[config.mk]
export PLATFORM = sky130hd
export DESIGN_NAME = spm_front
export DESIGN_NICKNAME = d
export VERILOG_FILES = /design/src/rtl/core/spm_pkg.sv /design/src/rtl/core/spm_front.sv
export SDC_FILE = /design/constraint.sdc
export NUM_CORES = 1
export LEC_CHECK = 0
export BUFFER_PORTS_ARGS = -buffer_cell sky130_fd_sc_hd__buf_2
export CORE_AREA = 2 2 126 128
export DETAILED_ROUTE_END_ITERATION = 12
export DIE_AREA = 0 0 128 130
export PLACE_DENSITY = 0.38
export SLEW_MARGIN = 20
export SYNTH_ARGS = -nofsm -noshare
export SYNTH_HDL_FRONTEND = slang
export SYNTH_SLANG_ARGS = --single-unit
[constraint.sdc]
create_clock -name vclk -period 3.87
set_input_delay 0.5805 -clock vclk [all_inputs]
set_output_delay 0.5805 -clock vclk [all_outputs]
set_load 0.01 [all_outputs]
[src/rtl/core/spm_pkg.sv]
// shared types, codes and constants of the sparse pixel priority merge core
// no dependencies
package spm_pkg;

  localparam int unsigned MAX_PIXELS_DEF   = 65536;
  localparam int unsigned MAX_CHANNELS_DEF = 8;

  localparam logic [15:0] UNCLAIMED  = 16'hFFFF;
  localparam logic [31:0] DEPTH_INF  = 32'h7F80_0000;
  localparam int unsigned LIMIT_W    = 33;

  localparam logic [1:0] CFG_DEPTH_MODE    = 2'd0;
  localparam logic [1:0] CFG_CHANNEL_COUNT = 2'd1;
  localparam logic [1:0] CFG_ZERO_OK       = 2'd2;
  localparam logic [1:0] CFG_PIXEL_COUNT   = 2'd3;

  typedef enum logic [2:0] {
    ST_WRITTEN = 3'd0,
    ST_KEPT    = 3'd1,
    ST_RANGE   = 3'd2,
    ST_ZERO    = 3'd3,
    ST_DEPTH   = 3'd4,
    ST_HALTED  = 3'd5,
    ST_READ    = 3'd6
  } status_t;

  typedef enum logic [2:0] {
    CMD_READ,
    CMD_READ_RANGE,
    CMD_MERGE_PRIO,
    CMD_MERGE_DEPTH,
    CMD_REJ_ZERO,
    CMD_REJ_RANGE,
    CMD_REJ_DEPTH
  } cmd_t;

  typedef enum logic [1:0] {
    BK_CLEAR,
    BK_IDLE,
    BK_LOOKUP
  } bk_state_t;

  typedef struct packed {
    logic        depth_mode;
    logic [3:0]  channel_count;
    logic        zero_ok;
    logic [16:0] pixel_count;
  } cfg_t;

  typedef struct packed {
    cmd_t        cmd;
    logic [31:0] index;
    logic [15:0] ordinal;
    logic [31:0] depth;
    logic [63:0] data;
  } item_t;

  typedef struct packed {
    logic [63:0] pixel;
    logic [15:0] owner;
    logic [31:0] depth;
  } entry_t;

  localparam entry_t ENTRY_RESET = '{pixel: 64'd0, owner: UNCLAIMED, depth: DEPTH_INF};

  typedef struct packed {
    logic full;
    logic valid;
  } queue_stat_t;

endpackage

[src/rtl/core/spm_front.sv]
// input side: takes items, checks range, zero score and depth, masks channel bytes
// depends on spm_pkg, feeds spm_queue
module spm_front #(
  parameter int unsigned MAX_PIXELS   = spm_pkg::MAX_PIXELS_DEF,
  parameter int unsigned MAX_CHANNELS = spm_pkg::MAX_CHANNELS_DEF
) (
  input  spm_pkg::cfg_t        cfg,
  input  logic                 clearing,
  input  spm_pkg::queue_stat_t q_stat,
  input  logic                 in_valid,
  output logic                 in_stall,
  input  logic                 in_req_type,
  input  logic [31:0]          in_pixel_index,
  input  logic [15:0]          in_source_ordinal,
  input  logic [31:0]          in_depth_bits,
  input  logic [63:0]          in_channel_data,
  output logic                 push,
  output spm_pkg::item_t       push_item
);

  localparam logic [3:0] CHAN_MAX = 4'(MAX_CHANNELS);
  localparam logic [spm_pkg::LIMIT_W-1:0] PIX_MAX = spm_pkg::LIMIT_W'(MAX_PIXELS);

  logic [3:0]                  chans;
  logic [spm_pkg::LIMIT_W-1:0] limit;
  logic                        in_range;
  logic                        zero_score;
  logic                        bad_depth;
  logic [63:0]                 data_masked;
  spm_pkg::cmd_t               cmd;

  always_comb begin
    if (cfg.channel_count == 4'd0) begin
      chans = 4'd1;
    end else if (cfg.channel_count > CHAN_MAX) begin
      chans = CHAN_MAX;
    end else begin
      chans = cfg.channel_count;
    end

    if (spm_pkg::LIMIT_W'(cfg.pixel_count) > PIX_MAX) begin
      limit = PIX_MAX;
    end else begin
      limit = spm_pkg::LIMIT_W'(cfg.pixel_count);
    end
    in_range = spm_pkg::LIMIT_W'(in_pixel_index) < limit;

    for (int k = 0; k < 8; k++) begin
      data_masked[8*k +: 8] = (4'(k) < chans) ? in_channel_data[8*k +: 8] : 8'd0;
    end

    zero_score = !cfg.zero_ok && (chans == 4'd1) && (in_channel_data[7:0] == 8'd0);
    bad_depth  = (in_depth_bits == 32'd0) || (in_depth_bits >= spm_pkg::DEPTH_INF);

    priority if (in_req_type) begin
      cmd = in_range ? spm_pkg::CMD_READ : spm_pkg::CMD_READ_RANGE;
    end else if (!cfg.depth_mode) begin
      priority if (zero_score) begin
        cmd = spm_pkg::CMD_REJ_ZERO;
      end else if (!in_range) begin
        cmd = spm_pkg::CMD_REJ_RANGE;
      end else begin
        cmd = spm_pkg::CMD_MERGE_PRIO;
      end
    end else begin
      priority if (!in_range) begin
        cmd = spm_pkg::CMD_REJ_RANGE;
      end else if (bad_depth) begin
        cmd = spm_pkg::CMD_REJ_DEPTH;
      end else begin
        cmd = spm_pkg::CMD_MERGE_DEPTH;
      end
    end
  end

  assign in_stall          = clearing || q_stat.full;
  assign push              = in_valid && !in_stall;
  assign push_item.cmd     = cmd;
  assign push_item.index   = in_pixel_index;
  assign push_item.ordinal = in_source_ordinal;
  assign push_item.depth   = in_depth_bits;
  assign push_item.data    = data_masked;

endmodule

# Word-level counts from Yosys, hierarchy flattened
# Cells that the tools add are included.
dict set report word_totals {
  ff_bits 0
  input_bits 172
  word_cells 41
}
dict set report classes {
  order_cmp 12
  eq_ne 1
  n_mux 18
  reduce_logical 10
}
# operator count
set op_table {}
lappend op_table {{2-to-1 mux 8 bit} 8}
lappend op_table {{< comparator 32 x 33 -> 1 bit} 1}
lappend op_table {{>= comparator 32 x 31 -> 1 bit, second input constant} 1}
lappend op_table {{logical NOT 32 bit} 1}
lappend op_table {{2-to-1 mux 3 bit} 6}
lappend op_table {{greater-than comparator 17 bit, second input constant} 1}
lappend op_table {{2-to-1 mux 17 bit} 1}
lappend op_table {{< comparator 3 x 4 -> 1 bit, first input constant} 4}
lappend op_table {{logical NOT 8 bit} 1}
lappend op_table {{< comparator 1 x 4 -> 1 bit, first input constant} 2}
lappend op_table {{< comparator 2 x 4 -> 1 bit, first input constant} 2}
lappend op_table {{2-to-1 mux 4 bit} 2}
lappend op_table {{equality test 4 x 1 -> 1 bit, second input constant} 1}
lappend op_table {{greater-than comparator 4 bit, second input constant} 1}
lappend op_table {{logical NOT 4 bit} 1}
lappend op_table {{logical AND 1 bit} 3}
lappend op_table {{logical NOT 1 bit} 2}
lappend op_table {{logical OR 1 bit} 2}
lappend op_table {{2-to-1 mux 1 bit} 1}

# Longest topological paths before layout
dict set report logic_depth {
  word_depth 9
  ltp_mapped 10
  ltp_nobuf 9
}

# Worst setup path before layout
# No wires, ideal clock.
dict set report synth_timing {
  path_kind {input -> output}
  from {input cfg[3] in the netlist's numbering}
  to {output push_item[145] in the netlist's numbering}
  arrival_ns 2.795
  t_required_ns 3.289
  path_slack_ns 0.494
  cell_stages 9
  path_buffers 1
  path_cell_list {nor4_1 a41o_1 clkbuf_1 nand2_1 ha_1 a211oi_1 nor2_1 a2111oi_0 and4b_1}
}
# element line_no
set synth_lines {}
lappend synth_lines {{start, declared} spm_front.sv:7} ;# input spm_pkg::cfg_t cfg,
lappend synth_lines {{end, declared} spm_front.sv:18} ;# output spm_pkg::item_t push_item

==> impl_metrics.json <==
{
  "status": "complete, no violations",
  "worst_pin_slew_ps": 952,
  "track_usage_pct": 8.16,
  "drt-total-wl_microns": 8170,
  "via_per_inst": 3.77,
  "critPathTopFamily": "compound AO/OA/AOI/OAI gates",
  "cp-end-kind": "output port",
  "ir_drop_mv": 0.0346,
  "syn-instance-count": 245,
  "finalHoldViolations": 0,
  "die_h_microns": 130,
  "wire_per_inst_microns": 12.8,
  "period_share_pct": 92.5,
  "area_growth_pct": 65.1,
  "antenna_found_initial": 0,
  "overflow": 0,
  "synth_area_sq_mm": 0.00166,
  "synth_cell_types": 29,
  "seq_cell_count": 0,
  "postSynthAreaPerCell_sq_um": 6.78,
  "rsz0062_at_grt": "no",
  "synth_warnings": 0,
  "die_area_sq_mm": 0.0166,
  "min_delay_path_depth": 0,
  "vias": 2411,
  "final_common_cell": "buf_2",
  "start_util_pct": 10.8,
  "fin_ws_ps": 290,
  "ys_seq_area_share_pct": 0,
  "required_ps": 3290,
  "final_nets": 637,
  "startpoint_type": "input port",
  "cp.arrival_ps": 3000,
  "grt_pass1_wl_microns": 10700,
  "io_buffers": 288,
  "post-route-drc-count": 0,
  "io-pin-count": 321,
  "slew_headroom_pct": 36.1,
  "clkbuf_count": 0,
  "dp_hpwl_microns": 7800,
  "fmax_mhz": 279,
  "worstPathCellList": "buf_2, nor4_1, a41o_2, buf_4, nand2_1, ha_1, and4_1, a221o_1, o211ai_2, and4b_1, buf_2",
  "dr.pass1.iters": 4,
  "criticalPathCategory": "input port to output port",
  "drv_slew": 0,
  "slowest_stage": "nor4_1",
  "critical_path.max_fanout": 8,
  "min_to": "push_item[102]",
  "synth_nets": 433,
  "fin_cells": 639,
  "place.gp.congestion": 0.700,
  "detailedPlace.worstSlack_ps": -216,
  "placed_cells": 637,
  "p_per_area_mw_per_mm2": 110,
  "crit_top_cell": "buf_2",
  "min_period_ps": 3580,
  "grt_pass1_vias": 2071,
  "antenna_cells": 0,
  "holdWs_ps": 1160,
  "setup_viol": 0,
  "grt_max_degree": 15,
  "path_buf_inv": 3,
  "ant_nets": 0,
  "power_w": 0.000301,
  "cap_violations": 0,
  "rows": 46,
  "coreArea_sq_mm": 0.0154,
  "drive_above_1_share_pct": 66.4,
  "critPathMaxStageDelay_ps": 340,
  "layout_common_cells": "buf_2 (288), nor2b_1 (40), nand2_1 (20)",
  "regArea_sq_um": 0,
  "holdCritStartpoint": "in_source_ordinal[6]",
  "worst_hold_path_type": "input port to output port",
  "die_x_microns": 128,
  "cellLeakagePower_nw": 1.59,
  "first_iter_violations": 61
}
[metrics by stage]
step                TNS, ps  utilization, %  cell area, sq um
finish                    0            17.8              2740
global route              0            17.8              2740
CTS                       0            17.7              2720
detailed placement     -483            17.6              2720
global placement       -389            17.6              2720
floorplan                 0               -              1660
[cell type report]
class | instances | area [sq um]
Fill cell | 1796 | 12700
Timing Repair Buffer | 292 | 1470
Inverter | 4 | 15.0
Multi-Input combinational cell | 151 | 1020
Tap cell | 192 | 240
[layer usage]
metal	vias up	global-route usage, %	wire [microns]
met4	0	0.388	57
met3	12	1.15	723
met5	-	0	0
li1	1165	-	-
met2	182	15.4	4190
met1	1052	10.4	3200
[how the worst max path moves through the flow]
stage,cells after the start,endpoint,start
3_5_place_dp,11,push_item[145],cfg[11]
4_1_cts,11,push_item[145],cfg[11]
6_report,11,push_item[145],cfg[11]
3_3_place_gp,11,push_item[145],cfg[11]
5_1_grt,11,push_item[145],cfg[11]
2_1_floorplan,9,push_item[145],cfg[3]
[repair_timing]
action,4_1_cts,5_1_grt
setup endpoints to repair,3,3
resized for setup,2,1
buffers inserted,0,2
pin swaps,0,1
hold endpoints to repair,0,0
hold buffers,0,0
[Yosys cell counts, types with 2 or more instances]
library cell	n	area share (%)
clkbuf_1	10	2.3
and4_1	2	1.1
inv_1	4	0.90
nor3_1	2	0.60
a21oi_1	4	1.2
nor2_1	6	1.4
a211oi_1	2	0.90
and2_1	16	6.0
nand4_1	6	2.3
nand2_1	20	4.5
nor2b_1	40	15
ha_1	16	12
a221o_1	2	1.2
buf_4	80	36
nor4_1	17	6.4
o21ai_0	3	0.90
nand3_1	2	0.60
a31oi_1	2	0.75
[cell families after synthesis]
group                    share of synthesized area, %
AO/OA/AOI/OAI                                    8.89
adder cells (fa/ha/maj)                          12.0
buffers and inverters                            39.3
AND/OR/NAND/NOR                                  39.8
[report_power, final]
group / internal (W) / leakage, nW / total, W / switching, W
Clock: 0 / 0 / 0 / 0
Sequential: 0 / 0 / 0 / 0
Combinational: 0.000147 / 1.59 / 0.000301 / 0.000154
Total: 0.000147 / 1.59 / 0.000301 / 0.000154
Note: power is estimated with default switching activity, not from simulation.
