$ cat src/rtl/core/spm_pkg.sv
// shared types, codes and constants of the sparse pixel priority merge core
// no dependencies
package spm_pkg;

  localparam int unsigned MAX_PIXELS_DEF   = 65536;
  localparam int unsigned MAX_CHANNELS_DEF = 8;

  localparam logic [15:0] UNCLAIMED  = 16'hFFFF;
  localparam logic [31:0] DEPTH_INF  = 32'h7F80_0000;
  localparam int unsigned LIMIT_W    = 33;

  localparam logic [1:0] CFG_DEPTH_MODE    = 2'd0;
  localparam logic [1:0] CFG_CHANNEL_COUNT = 2'd1;
  localparam logic [1:0] CFG_ZERO_OK       = 2'd2;
  localparam logic [1:0] CFG_PIXEL_COUNT   = 2'd3;

  typedef enum logic [2:0] {
    ST_WRITTEN = 3'd0,
    ST_KEPT    = 3'd1,
    ST_RANGE   = 3'd2,
    ST_ZERO    = 3'd3,
    ST_DEPTH   = 3'd4,
    ST_HALTED  = 3'd5,
    ST_READ    = 3'd6
  } status_t;

  typedef enum logic [2:0] {
    CMD_READ,
    CMD_READ_RANGE,
    CMD_MERGE_PRIO,
    CMD_MERGE_DEPTH,
    CMD_REJ_ZERO,
    CMD_REJ_RANGE,
    CMD_REJ_DEPTH
  } cmd_t;

  typedef enum logic [1:0] {
    BK_CLEAR,
    BK_IDLE,
    BK_LOOKUP
  } bk_state_t;

  typedef struct packed {
    logic        depth_mode;
    logic [3:0]  channel_count;
    logic        zero_ok;
    logic [16:0] pixel_count;
  } cfg_t;

  typedef struct packed {
    cmd_t        cmd;
    logic [31:0] index;
    logic [15:0] ordinal;
    logic [31:0] depth;
    logic [63:0] data;
  } item_t;

  typedef struct packed {
    logic [63:0] pixel;
    logic [15:0] owner;
    logic [31:0] depth;
  } entry_t;

  localparam entry_t ENTRY_RESET = '{pixel: 64'd0, owner: UNCLAIMED, depth: DEPTH_INF};

  typedef struct packed {
    logic full;
    logic valid;
  } queue_stat_t;

endpackage

$ cat src/rtl/core/spm_queue.sv
// two-entry item queue between the classify front and the merge back end
// depends on spm_pkg
module spm_queue (
  input  logic                clk,
  input  logic                rst_n,
  input  logic                push,
  input  spm_pkg::item_t      push_item,
  input  logic                pop,
  output spm_pkg::item_t      head_item,
  output spm_pkg::queue_stat_t stat
);

  spm_pkg::item_t slot_r [2];
  logic       wr_ptr_r, wr_ptr_nxt;
  logic       rd_ptr_r, rd_ptr_nxt;
  logic [1:0] count_r, count_nxt;

  always_comb begin
    wr_ptr_nxt = wr_ptr_r ^ push;
    rd_ptr_nxt = rd_ptr_r ^ pop;
    count_nxt  = count_r + {1'b0, push} - {1'b0, pop};
  end

  always_ff @(posedge clk) begin
    if (!rst_n) begin
      wr_ptr_r <= 1'b0;
      rd_ptr_r <= 1'b0;
      count_r  <= 2'd0;
    end else begin
      wr_ptr_r <= wr_ptr_nxt;
      rd_ptr_r <= rd_ptr_nxt;
      count_r  <= count_nxt;
    end
  end

  always_ff @(posedge clk) begin
    if (push) begin
      slot_r[wr_ptr_r] <= push_item;
    end
  end

  assign head_item  = slot_r[rd_ptr_r];
  assign stat.full  = count_r[1];
  assign stat.valid = (count_r != 2'd0);

endmodule

$ cat config.mk
export PLATFORM = sky130hd
export DESIGN_NAME = spm_queue
export DESIGN_NICKNAME = d
export VERILOG_FILES = /design/src/rtl/core/spm_pkg.sv /design/src/rtl/core/spm_queue.sv
export SDC_FILE = /design/constraint.sdc
export NUM_CORES = 1
export LEC_CHECK = 0
export BUFFER_PORTS_ARGS = -buffer_cell sky130_fd_sc_hd__buf_2
export CORE_MARGIN = 2
export CORE_UTILIZATION = 42
export DETAILED_ROUTE_END_ITERATION = 6
export PLACE_DENSITY = 0.77
export REMOVE_ABC_BUFFERS = 1
export SYNTH_ARGS = -nofsm -noshare
export SYNTH_HDL_FRONTEND = slang
export SYNTH_SLANG_ARGS = --single-unit
$ cat constraint.sdc
create_clock -name clk -period 6.3 [get_ports clk]
set_input_delay 0.315 -clock clk [delete_from_list [all_inputs] [get_ports clk]]
set_output_delay 0.315 -clock clk [all_outputs]
set_load 0.02 [all_outputs]
Word level (Yosys, flattened, before mapping)
Memories as Yosys holds them, arrays and structs flattened. A register that Yosys moved wholly into a read port is not among the register bits.
Index checks and enable logic that the tools add are counted.
- add/sub/neg operators: 2
- reduce and logical (&&, ||, !) cells: 1
- bitwise logic cells: 2
- mux-type cells: 3
- operators by type and width (kind ; count):
    two-way mux 1 bit ; 3
    adder 2 x 1 -> 2 bit ; 1
    nonzero test 2 bit ; 1
    subtractor 2 x 1 -> 2 bit ; 1
    bitwise XOR 1 bit ; 2
- input bits: 151
- output and inout port bits: 149
- memory bits (writable): 294
- word-level logic and storage cells: 12
- flip-flop bits (word level): 4
- memories: 1
- memories (memory ; words ; bits a word ; rd ports ; clocked after Yosys merged registers in ; wr ports ; RTL line ; source):
    slot_r ; 2 ; 147 ; 1 ; 1 ; 1 ; spm_queue.sv:13 ; spm_pkg::item_t slot_r [2];

Longest topological paths before layout
Gate-level depths: netlist of run 1.
- depth in word-level cells: 2
- depth in mapped cells: 6
- gate-level depth less buffers: 6

Worst setup path before layout of run 1
Ideal clock, no wire load.
- kind: register -> register
- start: register wr_ptr_r
- end: memory slot_r[0][0] in the netlist's numbering, enable pin
- stages on the path, launching flop included: 3
- clock period less this slack: 4.291 ns
- setup slack: 2.009 ns
- setup time: 0.525 ns
- required time: 5.775 ns
- arrival: 3.766 ns
- buffers on the path: 0
- cells stage by stage: dfxtp_1 > inv_1 > ha_1
- RTL lines (element ; RTL line ; source):
    start, declared ; spm_queue.sv:14 ; logic wr_ptr_r, wr_ptr_nxt;
    start signal, assigned ; spm_queue.sv:30 ; wr_ptr_r <= wr_ptr_nxt;
    end, declared ; spm_queue.sv:13 ;
Straight into the memory's write port.

==> results.yml, run 1 <==
status:
  status: "finished, final reports clean"
synthesis:
  post_synth.cell_area_avg_um2: 22.8
  post_synth_num_cell_types: 13
  synth_warnings: 0
  syn_area_um2: 10900
  synthCells: 478
  synth_sequential_area_ratio_pct: 81.9
  yosys_register_bits: 299
final_layout:
  final_cell_mix: "buf_2 (299), edfxtp_1 (294), mux2_2 (147), dlygate4sd3_1 (147), clkbuf_16 (31)"
  antenna_cells: 0
  layout-area-overhead-vs-synth_pct: 37.9
  layout_commonest_cell: "buf_2"
  final_nets: 1100
  drive_gt1_share_pct: 50.9
sta:
  slew_headroom_pct: 25.9
  setup-tns-final_ns: 0
  maxClockFrequency_mhz: 349
  unrepaired_setup_endpoints_after_global_routing: "false"
  report.final.slew_viol_count: 0
  hold-worst-slack_ns: 0.0601
  timing_hold_violations_final: 0
  finalCritPeriodShare_pct: 45.5
  clock_skew_ns: 0.0139
  layout_min_cycle_time_ns: 2.86
  worst_pin_slew_ns: 1.11
  finalSetupViolCount: 0
  timing.final.ws_setup_ns: 3.44
drt:
  vias: 6107
  drt_pass1_iterations: 7
  route.detailed.wl_per_inst_um: 17.9
  drt_first_iter_violations: 403
  post_drt_via_cell_ratio: 4.72
  route.final.wire_length_mm: 23.1
  detail-route-antenna-nets: 0
  drc: 0
worst_setup_path:
  critical_path.slowest_cell: "buf_4"
  critical_path.max_stage_delay_ns: 0.71
  startpoint_types: "flip-flop"
  crit_chain: "buf_4 -> mux2_2 -> buf_2"
  critical_path.endpoint_type: "primary output"
  worst_ep_arrival_time_ns: 2.55
  critical_path_peak_fanout: 62
  timing.critical_path.required_ns: 5.98
  worstSetupPathType: "flip-flop to primary output"
pwr:
  cellPowerDensity_nw_per_um2: 304
  switching_share_pct: 23.5
  combinational_share_of_power_pct: 13.9
  sequentialPowerShare_pct: 51.6
  vdd.ir_drop.worst_uv: 229
  share_clk_of_total_power_pct: 34.5
  finalPower_w: 0.00458
  p_leak_nw: 5.67
  p_sw_w: 0.00107
  internal-power_w: 0.00350
floorplanning:
  io_pins: 300
  die-height_um: 165
  chipWidth_um: 165
  fp-row-count: 58
  core_area_um2: 25300
  floorplan.initialDensity_pct: 43.0
  floorplan.die_area_um2: 27200
global_routing:
  grt_antenna_before_repair: 0
  first_global_vias: 6624
  grt.total_usage_pct: 16.2
  grt_max_degree: 73
  grt_first_pass_wirelength_mm: 34.2
  remaining_global_route_overflow: 0
cts:
  tritoncts_clock_tree: "built"
  clock_latency_ns: 0.54
  clock_tree.buffer_depth: 3
  clkTransAtPathRegs_ns: 0.06
  clock_tree.htree_level_count: 1
  cts_setup_buffers: 0
  clock_sink_count: 299
  root_buffer: "clkbuf_16"
  cts_inserted_buffers: 30
placed_design:
  preCtsSetupSlack_ns: 3.68
  post-dp-hpwl_mm: 13.6
  final_weighted_congestion_in_routability_driven_placement: 0.732
  port_buffers: 299
run:
  max_cap_violations: 0
worst_hold_path:
  min-delay-path-class: "primary input to flip-flop"
-- final timing paths --
kind,depth (start not counted),endpoint,from,slack [ns]
worst min register to register,2,flip-flop,rd_ptr_r,0.60
worst max-delay path,3,head_item[92],flip-flop,3.44
worst min-delay path,2,flip-flop,rst_n,0.06
worst max register to register,2,slot_r[1][11],wr_ptr_r,3.78
-- routing by layer --
layer  vias to the layer above  GRT usage, %  routed length (um)
met5                         -             0                   0
met4                         0          5.02                 556
met3                        47          4.20                1730
met2                       250          29.8               12000
met1                      2982          18.5                8850
li1                       2828             -                   -
-- power by group through the flow --
stage | registers [W] | logic [W] | clock network, W
after CTS | 0.00236 | 0.000638 | 0.00162
final | 0.00236 | 0.000636 | 0.00158
after global routing | 0.00237 | 0.000680 | 0.00169
after floorplan | 0.00243 | 0.000336 | 0
after global placement | 0.00239 | 0.000554 | 0
after detailed placement | 0.00240 | 0.000561 | 0
-- flip-flops by register name, summed over array words and instances (netlist names), named ones only --
name / flops
rd_ptr_r: 1
slot_r: 294
wr_ptr_r: 1
count_r: 2
-- repair_timing --
item                                    4_1_cts  5_1_grt
hold endpoints to repair                    294        0
endpoints found under the setup margin        0        0
hold buffers                                147        0
resized for setup                             0        0
-- cell families after synthesis --
group | synth area share (%)
buffers and inverters | 1.77
XOR/XNOR | 0.287
multiplexers | 15.2
adder cells (fa/ha/maj) | 0.459
flip-flops | 81.9
AND/OR/NAND/NOR | 0.345
-- worst max-delay path, delay by kind of cell, from the launching register on --
kind / cells / cell delay (ns)
flops: 1 / 0.61
buf+inv: 2 / 0.87
mux: 1 / 0.43
-- cell type report --
class	instances	area, um2
Tap cell	330	413
Fill cell	1858	10300
Sequential cell	299	8930
Clock buffer	42	817
Inverter	3	11.3
Clock inverter	9	42.5
Multi-Input combinational cell	159	1800
Timing Repair Buffer	452	3010
-- metrics by stage --
stage	area, um2	utilization, %	instances
2_1_floorplan	10700	-	461
3_3_place_gp	12700	50.1	1096
3_5_place_dp	12700	50.1	1096
4_1_cts	15000	59.3	1294
5_1_grt	15000	59.3	1294
6_report	15000	59.3	1294
-- cell usage after synthesis --
cell,count,area share [%]
nor2b_1,2,0.11
or2_2,1,0.057
xnor3_1,1,0.21
mux2_2,147,15
and2_1,3,0.17
xor2_1,1,0.080
buf_6,15,1.6
inv_1,3,0.10
buf_2,1,0.046
edfxtp_1,294,81
buf_4,1,0.069
ha_1,4,0.46
dfxtp_1,5,0.92
Note: power is estimated with default switching activity, not from simulation.
==> run 2: changes to the inputs <==
==> constraint.sdc (replaced) <==
create_clock -name clk -period 2.7 [get_ports clk]
set_input_delay 0.135 -clock clk [delete_from_list [all_inputs] [get_ports clk]]
set_output_delay 0.135 -clock clk [all_outputs]
set_load 0.02 [all_outputs]
==> run 2 against run 1 <==
Net effect:
- routed wire length grew 3.3%
- clock power grew 130%
- final cell count grew 1.0%
- clock skew shrank 0.0014 ns
- clock-buffer cell count shrank 1
- core utilization grew 0.59 points
- critical path depth is the same
- largest cell class unchanged
- highest routed layer unchanged
==> results.yml, run 2 (synthesis gave the netlist of run 1 again) <==
worst_setup_path:
  rrSetupSlack_ns: 1.13
  startpoint_types: "flip-flop"
  timing.critical_path.required_ns: 2.57
  crit_chain: "buf_12 -> mux2_2 -> buf_2"
  worstSetupPathType: "flip-flop to primary output"
  critical_path_peak_fanout: 57
  worst_path_dominant_cell_family: "flip-flops"
  critical_path.endpoint_type: "primary output"
  crit_path_buffers_inverters: 2
  worst_ep_arrival_time_ns: 2.16
  critical_path.max_stage_delay_ns: 0.64
  critical_path.slowest_cell: "dfxtp_4"
floorplanning:
  chipWidth_um: 165
  floorplan.initialDensity_pct: 43.0
  floorplan.die_area_um2: 27200
  die-height_um: 165
  io_pins: 300
  fp-row-count: 58
  core_area_um2: 25300
sta:
  finalCritPeriodShare_pct: 85.0
  timing.final.ws_setup_ns: 0.406
  report.final.slew_viol_count: 0
  hold-worst-slack_ns: 0.329
  timing_hold_violations_final: 0
  unrepaired_setup_endpoints_after_global_routing: "false"
  layout_min_cycle_time_ns: 2.29
  maxClockFrequency_mhz: 436
  clock_skew_ns: 0.0125
  slew_headroom_pct: 60.6
  worst_pin_slew_ns: 0.590
  finalSetupViolCount: 0
cts:
  clock_sink_count: 299
  cts_setup_buffers: 0
  tritoncts_clock_tree: "built"
  cts_inserted_buffers: 29
  clock_latency_ns: 0.54
  root_buffer: "clkbuf_16"
  clock_tree.htree_level_count: 1
  clock_tree.buffer_depth: 3
  cts.repair.resized: 0
  clkTransAtPathRegs_ns: 0.06
status:
  status: "finished, final reports clean"
drt:
  detail-route-antenna-nets: 0
  vias: 6238
  route.detailed.wl_per_inst_um: 18.3
  drc: 0
  drt_pass1_iterations: 4
  drt_first_iter_violations: 365
  post_drt_via_cell_ratio: 4.77
  route.final.wire_length_mm: 23.9
final_layout:
  final_nets: 1109
  layout.filler_cells: 1815
  largest_registers: "slot_r x294, count_r x2"
  final_cell_mix: "buf_2 (299), edfxtp_1 (294), dlygate4sd3_1 (151), mux2_2 (147), clkbuf_16 (29)"
  largest_register_ff_count: 294
  final_design_area_no_fill_um2: 15200
  drive_gt1_share_pct: 50.8
  layout-area-overhead-vs-synth_pct: 39.3
  register_containing_the_most_flip_flops_in_the_final_layout: "slot_r"
  layout_commonest_cell: "buf_2"
  layout.cells.non_filler: 1307
pwr:
  internal-power_w: 0.00817
  combinational_share_of_power_pct: 14.2
  p_leak_nw: 5.72
  cellPowerDensity_nw_per_um2: 703
  sequentialPowerShare_pct: 51.6
  finalPower_w: 0.0107
  share_clk_of_total_power_pct: 34.2
  vdd.ir_drop.worst_uv: 549
  p_sw_w: 0.00250
  switching_share_pct: 23.4
placed_design:
  placedInstanceArea_um2: 12800
  preCtsSetupSlack_ns: 0.960
  final_weighted_congestion_in_routability_driven_placement: 0.770
  post-dp-hpwl_mm: 14.2
  placedCellCount: 1102
  port_buffers: 299
global_routing:
  grt_antenna_before_repair: 2
  first_global_vias: 6809
  grt.total_usage_pct: 16.7
  grt_max_degree: 85
  remaining_global_route_overflow: 0
  grt_first_pass_wirelength_mm: 35.4
worst_hold_path:
  min-delay-path-class: "primary input to flip-flop"
run:
  max_cap_violations: 0
[run 2: power groups by stage]
stage / registers [W] / logic [W] / clock network, W
after floorplan: 0.00566 / 0.000784 / 0
after global placement: 0.00559 / 0.00131 / 0
after detailed placement: 0.00560 / 0.00134 / 0
after CTS: 0.00551 / 0.00152 / 0.00375
after global routing: 0.00553 / 0.00162 / 0.00391
final: 0.00551 / 0.00152 / 0.00365
[run 2: timing repair]
action / in CTS / in global routing
hold buffers: 151 / 0
endpoints found under the hold margin: 299 / 0
endpoints found under the setup margin: 0 / 0
[run 2: final cells by class]
type / instances / area [um2] / area share [%]
timing repair buffer: 462 / 3170 / 20.9
multi-input combinational: 159 / 1800 / 11.9
antenna: 3 / 7.51 / 0.0495
sequential: 299 / 8930 / 58.9
tap: 330 / 413 / 2.72
inverter: 3 / 11.3 / 0.0742
clock inverter: 10 / 70.1 / 0.462
clock buffer: 41 / 771 / 5.08
[run 2: final timing paths]
check	from	endpoint	cells past startpoint
hold / removal	push_item[117]	slot_r[1][117]	2
hold reg to reg	rd_ptr_r	flip-flop	2
setup / recovery	flip-flop	head_item[107]	3
setup reg to reg	wr_ptr_r	slot_r[1][124]	2
[run 2: per-layer routing]
layer,track usage (%),wire length [um],up-vias
met3,4.22,1660,68
met1,18.8,9150,3060
met4,7.19,966,0
met5,0,0,-
li1,-,-,2854
met2,30.0,12100,256
[run 2: per-stage QoR]
step | TNS (ns) | util (%)
finish | 0 | 59.9
global route | 0 | 59.9
CTS | 0 | 59.9
detailed placement | 0 | 50.6
global placement | 0 | 50.6
floorplan | -700.04 | -
==> run 3: changes to the inputs <==
--- a/config.mk
+++ b/config.mk
@@ -9,7 +9,7 @@
 export CORE_MARGIN = 2
 export CORE_UTILIZATION = 42
 export DETAILED_ROUTE_END_ITERATION = 6
-export PLACE_DENSITY = 0.77
+export PLACE_DENSITY = 0.8
 export REMOVE_ABC_BUFFERS = 1
 export SYNTH_ARGS = -nofsm -noshare
 export SYNTH_HDL_FRONTEND = slang
==> constraint.sdc (replaced) <==
create_clock -name clk -period 1.85 [get_ports clk]
set_input_delay 0.0925 -clock clk [delete_from_list [all_inputs] [get_ports clk]]
set_output_delay 0.0925 -clock clk [all_outputs]
set_load 0.02 [all_outputs]
==> run 3 against run 2 <==
Net effect:
- the run now ends with setup timing left
- register-to-register slack worse by 0.71 ns
- setup slack worse by 0.48 ns
- global-route usage is 1.8 points higher
- sequential cell count stayed put
- largest cell class unchanged
==> results.yml, run 3 (synthesis gave the netlist of run 1 again) <==
final_layout:
  largest_registers: "slot_r x294, count_r x2"
  final_nets: 1142
  layout_commonest_cell: "edfxtp_1"
  drive_gt1_share_pct: 53.0
  layout.filler_cells: 1581
  final_design_area_no_fill_um2: 16800
  layout-area-overhead-vs-synth_pct: 54.4
  register_containing_the_most_flip_flops_in_the_final_layout: "slot_r"
  final_cell_mix: "edfxtp_1 (294), buf_2 (209), dlygate4sd3_1 (151), buf_6 (91), mux2_4 (90)"
  largest_register_ff_count: 294
status:
  status: "finished, violations left"
  violated_checks: "setup timing"
pwr:
  combinational_share_of_power_pct: 18.6
  switching_share_pct: 23.8
  internal-power_w: 0.0128
  cellPowerDensity_nw_per_um2: 1000
  vdd.ir_drop.worst_uv: 838
  p_leak_nw: 6.60
  share_clk_of_total_power_pct: 33.6
  p_sw_w: 0.00400
  sequentialPowerShare_pct: 47.8
worst_setup_path:
  crit_chain: "buf_12 -> clkbuf_16 -> buf_6 -> mux2_2 -> buf_2"
  worst_path_dominant_cell_family: "buffers and inverters"
  startpoint_types: "flip-flop"
  crit_path_buffers_inverters: 4
  worst_r2r_path_depth: 3
  critical_path.slowest_cell: "dfxtp_4"
  timing.critical_path.required_ns: 1.76
  r2r-start: "wr_ptr_r"
  critical_path.endpoint_type: "primary output"
  critical_path.max_stage_delay_ns: 0.38
  rrSetupSlack_ns: 0.42
  critical_path_peak_fanout: 4
  worst_ep_arrival_time_ns: 1.83
  worstReg2RegEnd: "slot_r[0][20]"
  worstSetupPathType: "flip-flop to primary output"
run:
  max_cap_violations: 0
cts:
  clock_tree.buffer_depth: 3
  clock_sink_count: 299
  tritoncts_clock_tree: "built"
  clkTransAtPathRegs_ns: 0.07
  clock_tree.htree_level_count: 1
  root_buffer: "clkbuf_16"
  cts_inserted_buffers: 29
  clock_latency_ns: 0.53
placed_design:
  placedInstanceArea_um2: 13000
  port_buffers: 299
  final_weighted_congestion_in_routability_driven_placement: 0.750
  preCtsSetupSlack_ns: 0.382
  post-dp-hpwl_mm: 14.7
drt:
  route.final.wire_length_mm: 29.1
  drc: 0
  drt_first_iter_violations: 397
  route.detailed.wl_per_inst_um: 21.7
  vias: 6516
  detail-route-antenna-nets: 0
  post_drt_via_cell_ratio: 4.87
  drt_pass1_iterations: 5
sta:
  timing.final.ws_setup_ns: -0.0739
  layout_min_cycle_time_ns: 1.92
  clock_skew_ns: 0.00966
  finalSetupViolCount: 120
  report.final.slew_viol_count: 0
  finalCritPeriodShare_pct: 104
  slew_headroom_pct: 69.5
  hold-worst-slack_ns: 0.284
  worst_pin_slew_ns: 0.458
  timing_hold_violations_final: 0
  maxClockFrequency_mhz: 520
  unrepaired_setup_endpoints_after_global_routing: "true"
floorplanning:
  chipWidth_um: 165
  floorplan.die_area_um2: 27200
  core_area_um2: 25300
  io_pins: 300
  floorplan.initialDensity_pct: 43.0
  die-height_um: 165
  fp-row-count: 58
worst_hold_path:
  worst_hold_startpoint: "push_item[138]"
  min-delay-path-class: "primary input to flip-flop"
  hold_path_stages: 2
  hold_endpoint: "slot_r[1][138]"
global_routing:
  grt_antenna_before_repair: 4
  grt_first_pass_wirelength_mm: 37.9
  grt.total_usage_pct: 18.5
  first_global_vias: 6983
  remaining_global_route_overflow: 0
  grt_max_degree: 32
run 3: cell types whose count changed in the layout (fill, tap and decap cells not counted), sizes merged:
cell    delta
clkinv     +5
clkbuf     -2
bufinv     +2
buf       +27
run 3: how the worst max path moves through the flow:
| stage | end | from | cells after the start | slack [ns] |
|---|---|---|---|---|
| 6_report | head_item[15] | flip-flop | 5 | -0.07 |
| 5_1_grt | head_item[15] | flip-flop | 5 | -0.12 |
| 4_1_cts | head_item[32] | flip-flop | 5 | -0.12 |
| 3_5_place_dp | head_item[87] | flip-flop | 3 | 0.38 |
| 3_3_place_gp | head_item[118] | flip-flop | 3 | 0.39 |
| 2_1_floorplan | slot_r[0][0] | wr_ptr_r | 2 | -2.44 |
run 3: repair_timing:
action,4_1_cts,5_1_grt
hold buffers,151,0
endpoints found under the setup margin,139,141
gates cloned,8,6
hold endpoints to repair,299,0
resized for setup,80,209
buffers inserted,7,0
run 3: worst reg2reg max path, stage by stage, from the launching register on:
cell,delay [ns]
dfxtp_1,0.33
inv_1,0.09
ha_4,0.43
buf_12,0.27
run 3: final cells by class:
cell class	count	area (um2)	share of cell area (%)
sequential	299	8930	53.1
timing repair buffer	495	4430	26.3
multi-input combinational	159	2140	12.7
clock buffer	33	741	4.40
tap	330	413	2.45
clock inverter	17	153	0.908
inverter	3	11.3	0.0669
antenna	3	7.51	0.0446
run 3: power groups by stage:
stage                     Combinational, W  Sequential, W  Clock, W
after floorplan                    0.00114        0.00826         0
after global placement             0.00200        0.00814         0
after detailed placement           0.00203        0.00816         0
after CTS                          0.00264        0.00802   0.00570
after global routing               0.00327        0.00806   0.00601
final                              0.00313        0.00804   0.00565
run 3: layer usage:
metal / track usage (%) / wire (um)
met2: 33.8 / 15400
met1: 21.5 / 10800
met4: 6.76 / 958
met5: 0 / 13
met3: 3.95 / 1890
run 3: metrics by stage:
step	total power, W	std cells	setup TNS (ns)	utilization, %
after global routing	0.0173	1339	-10.96	66.4
after detailed placement	0.0102	1114	0	51.4
final	0.0168	1339	-4.02	66.4
after global placement	0.0101	1114	0	51.4
after CTS	0.0163	1330	-9.30	63.1
after floorplan	0.00941	461	-1068.64	-
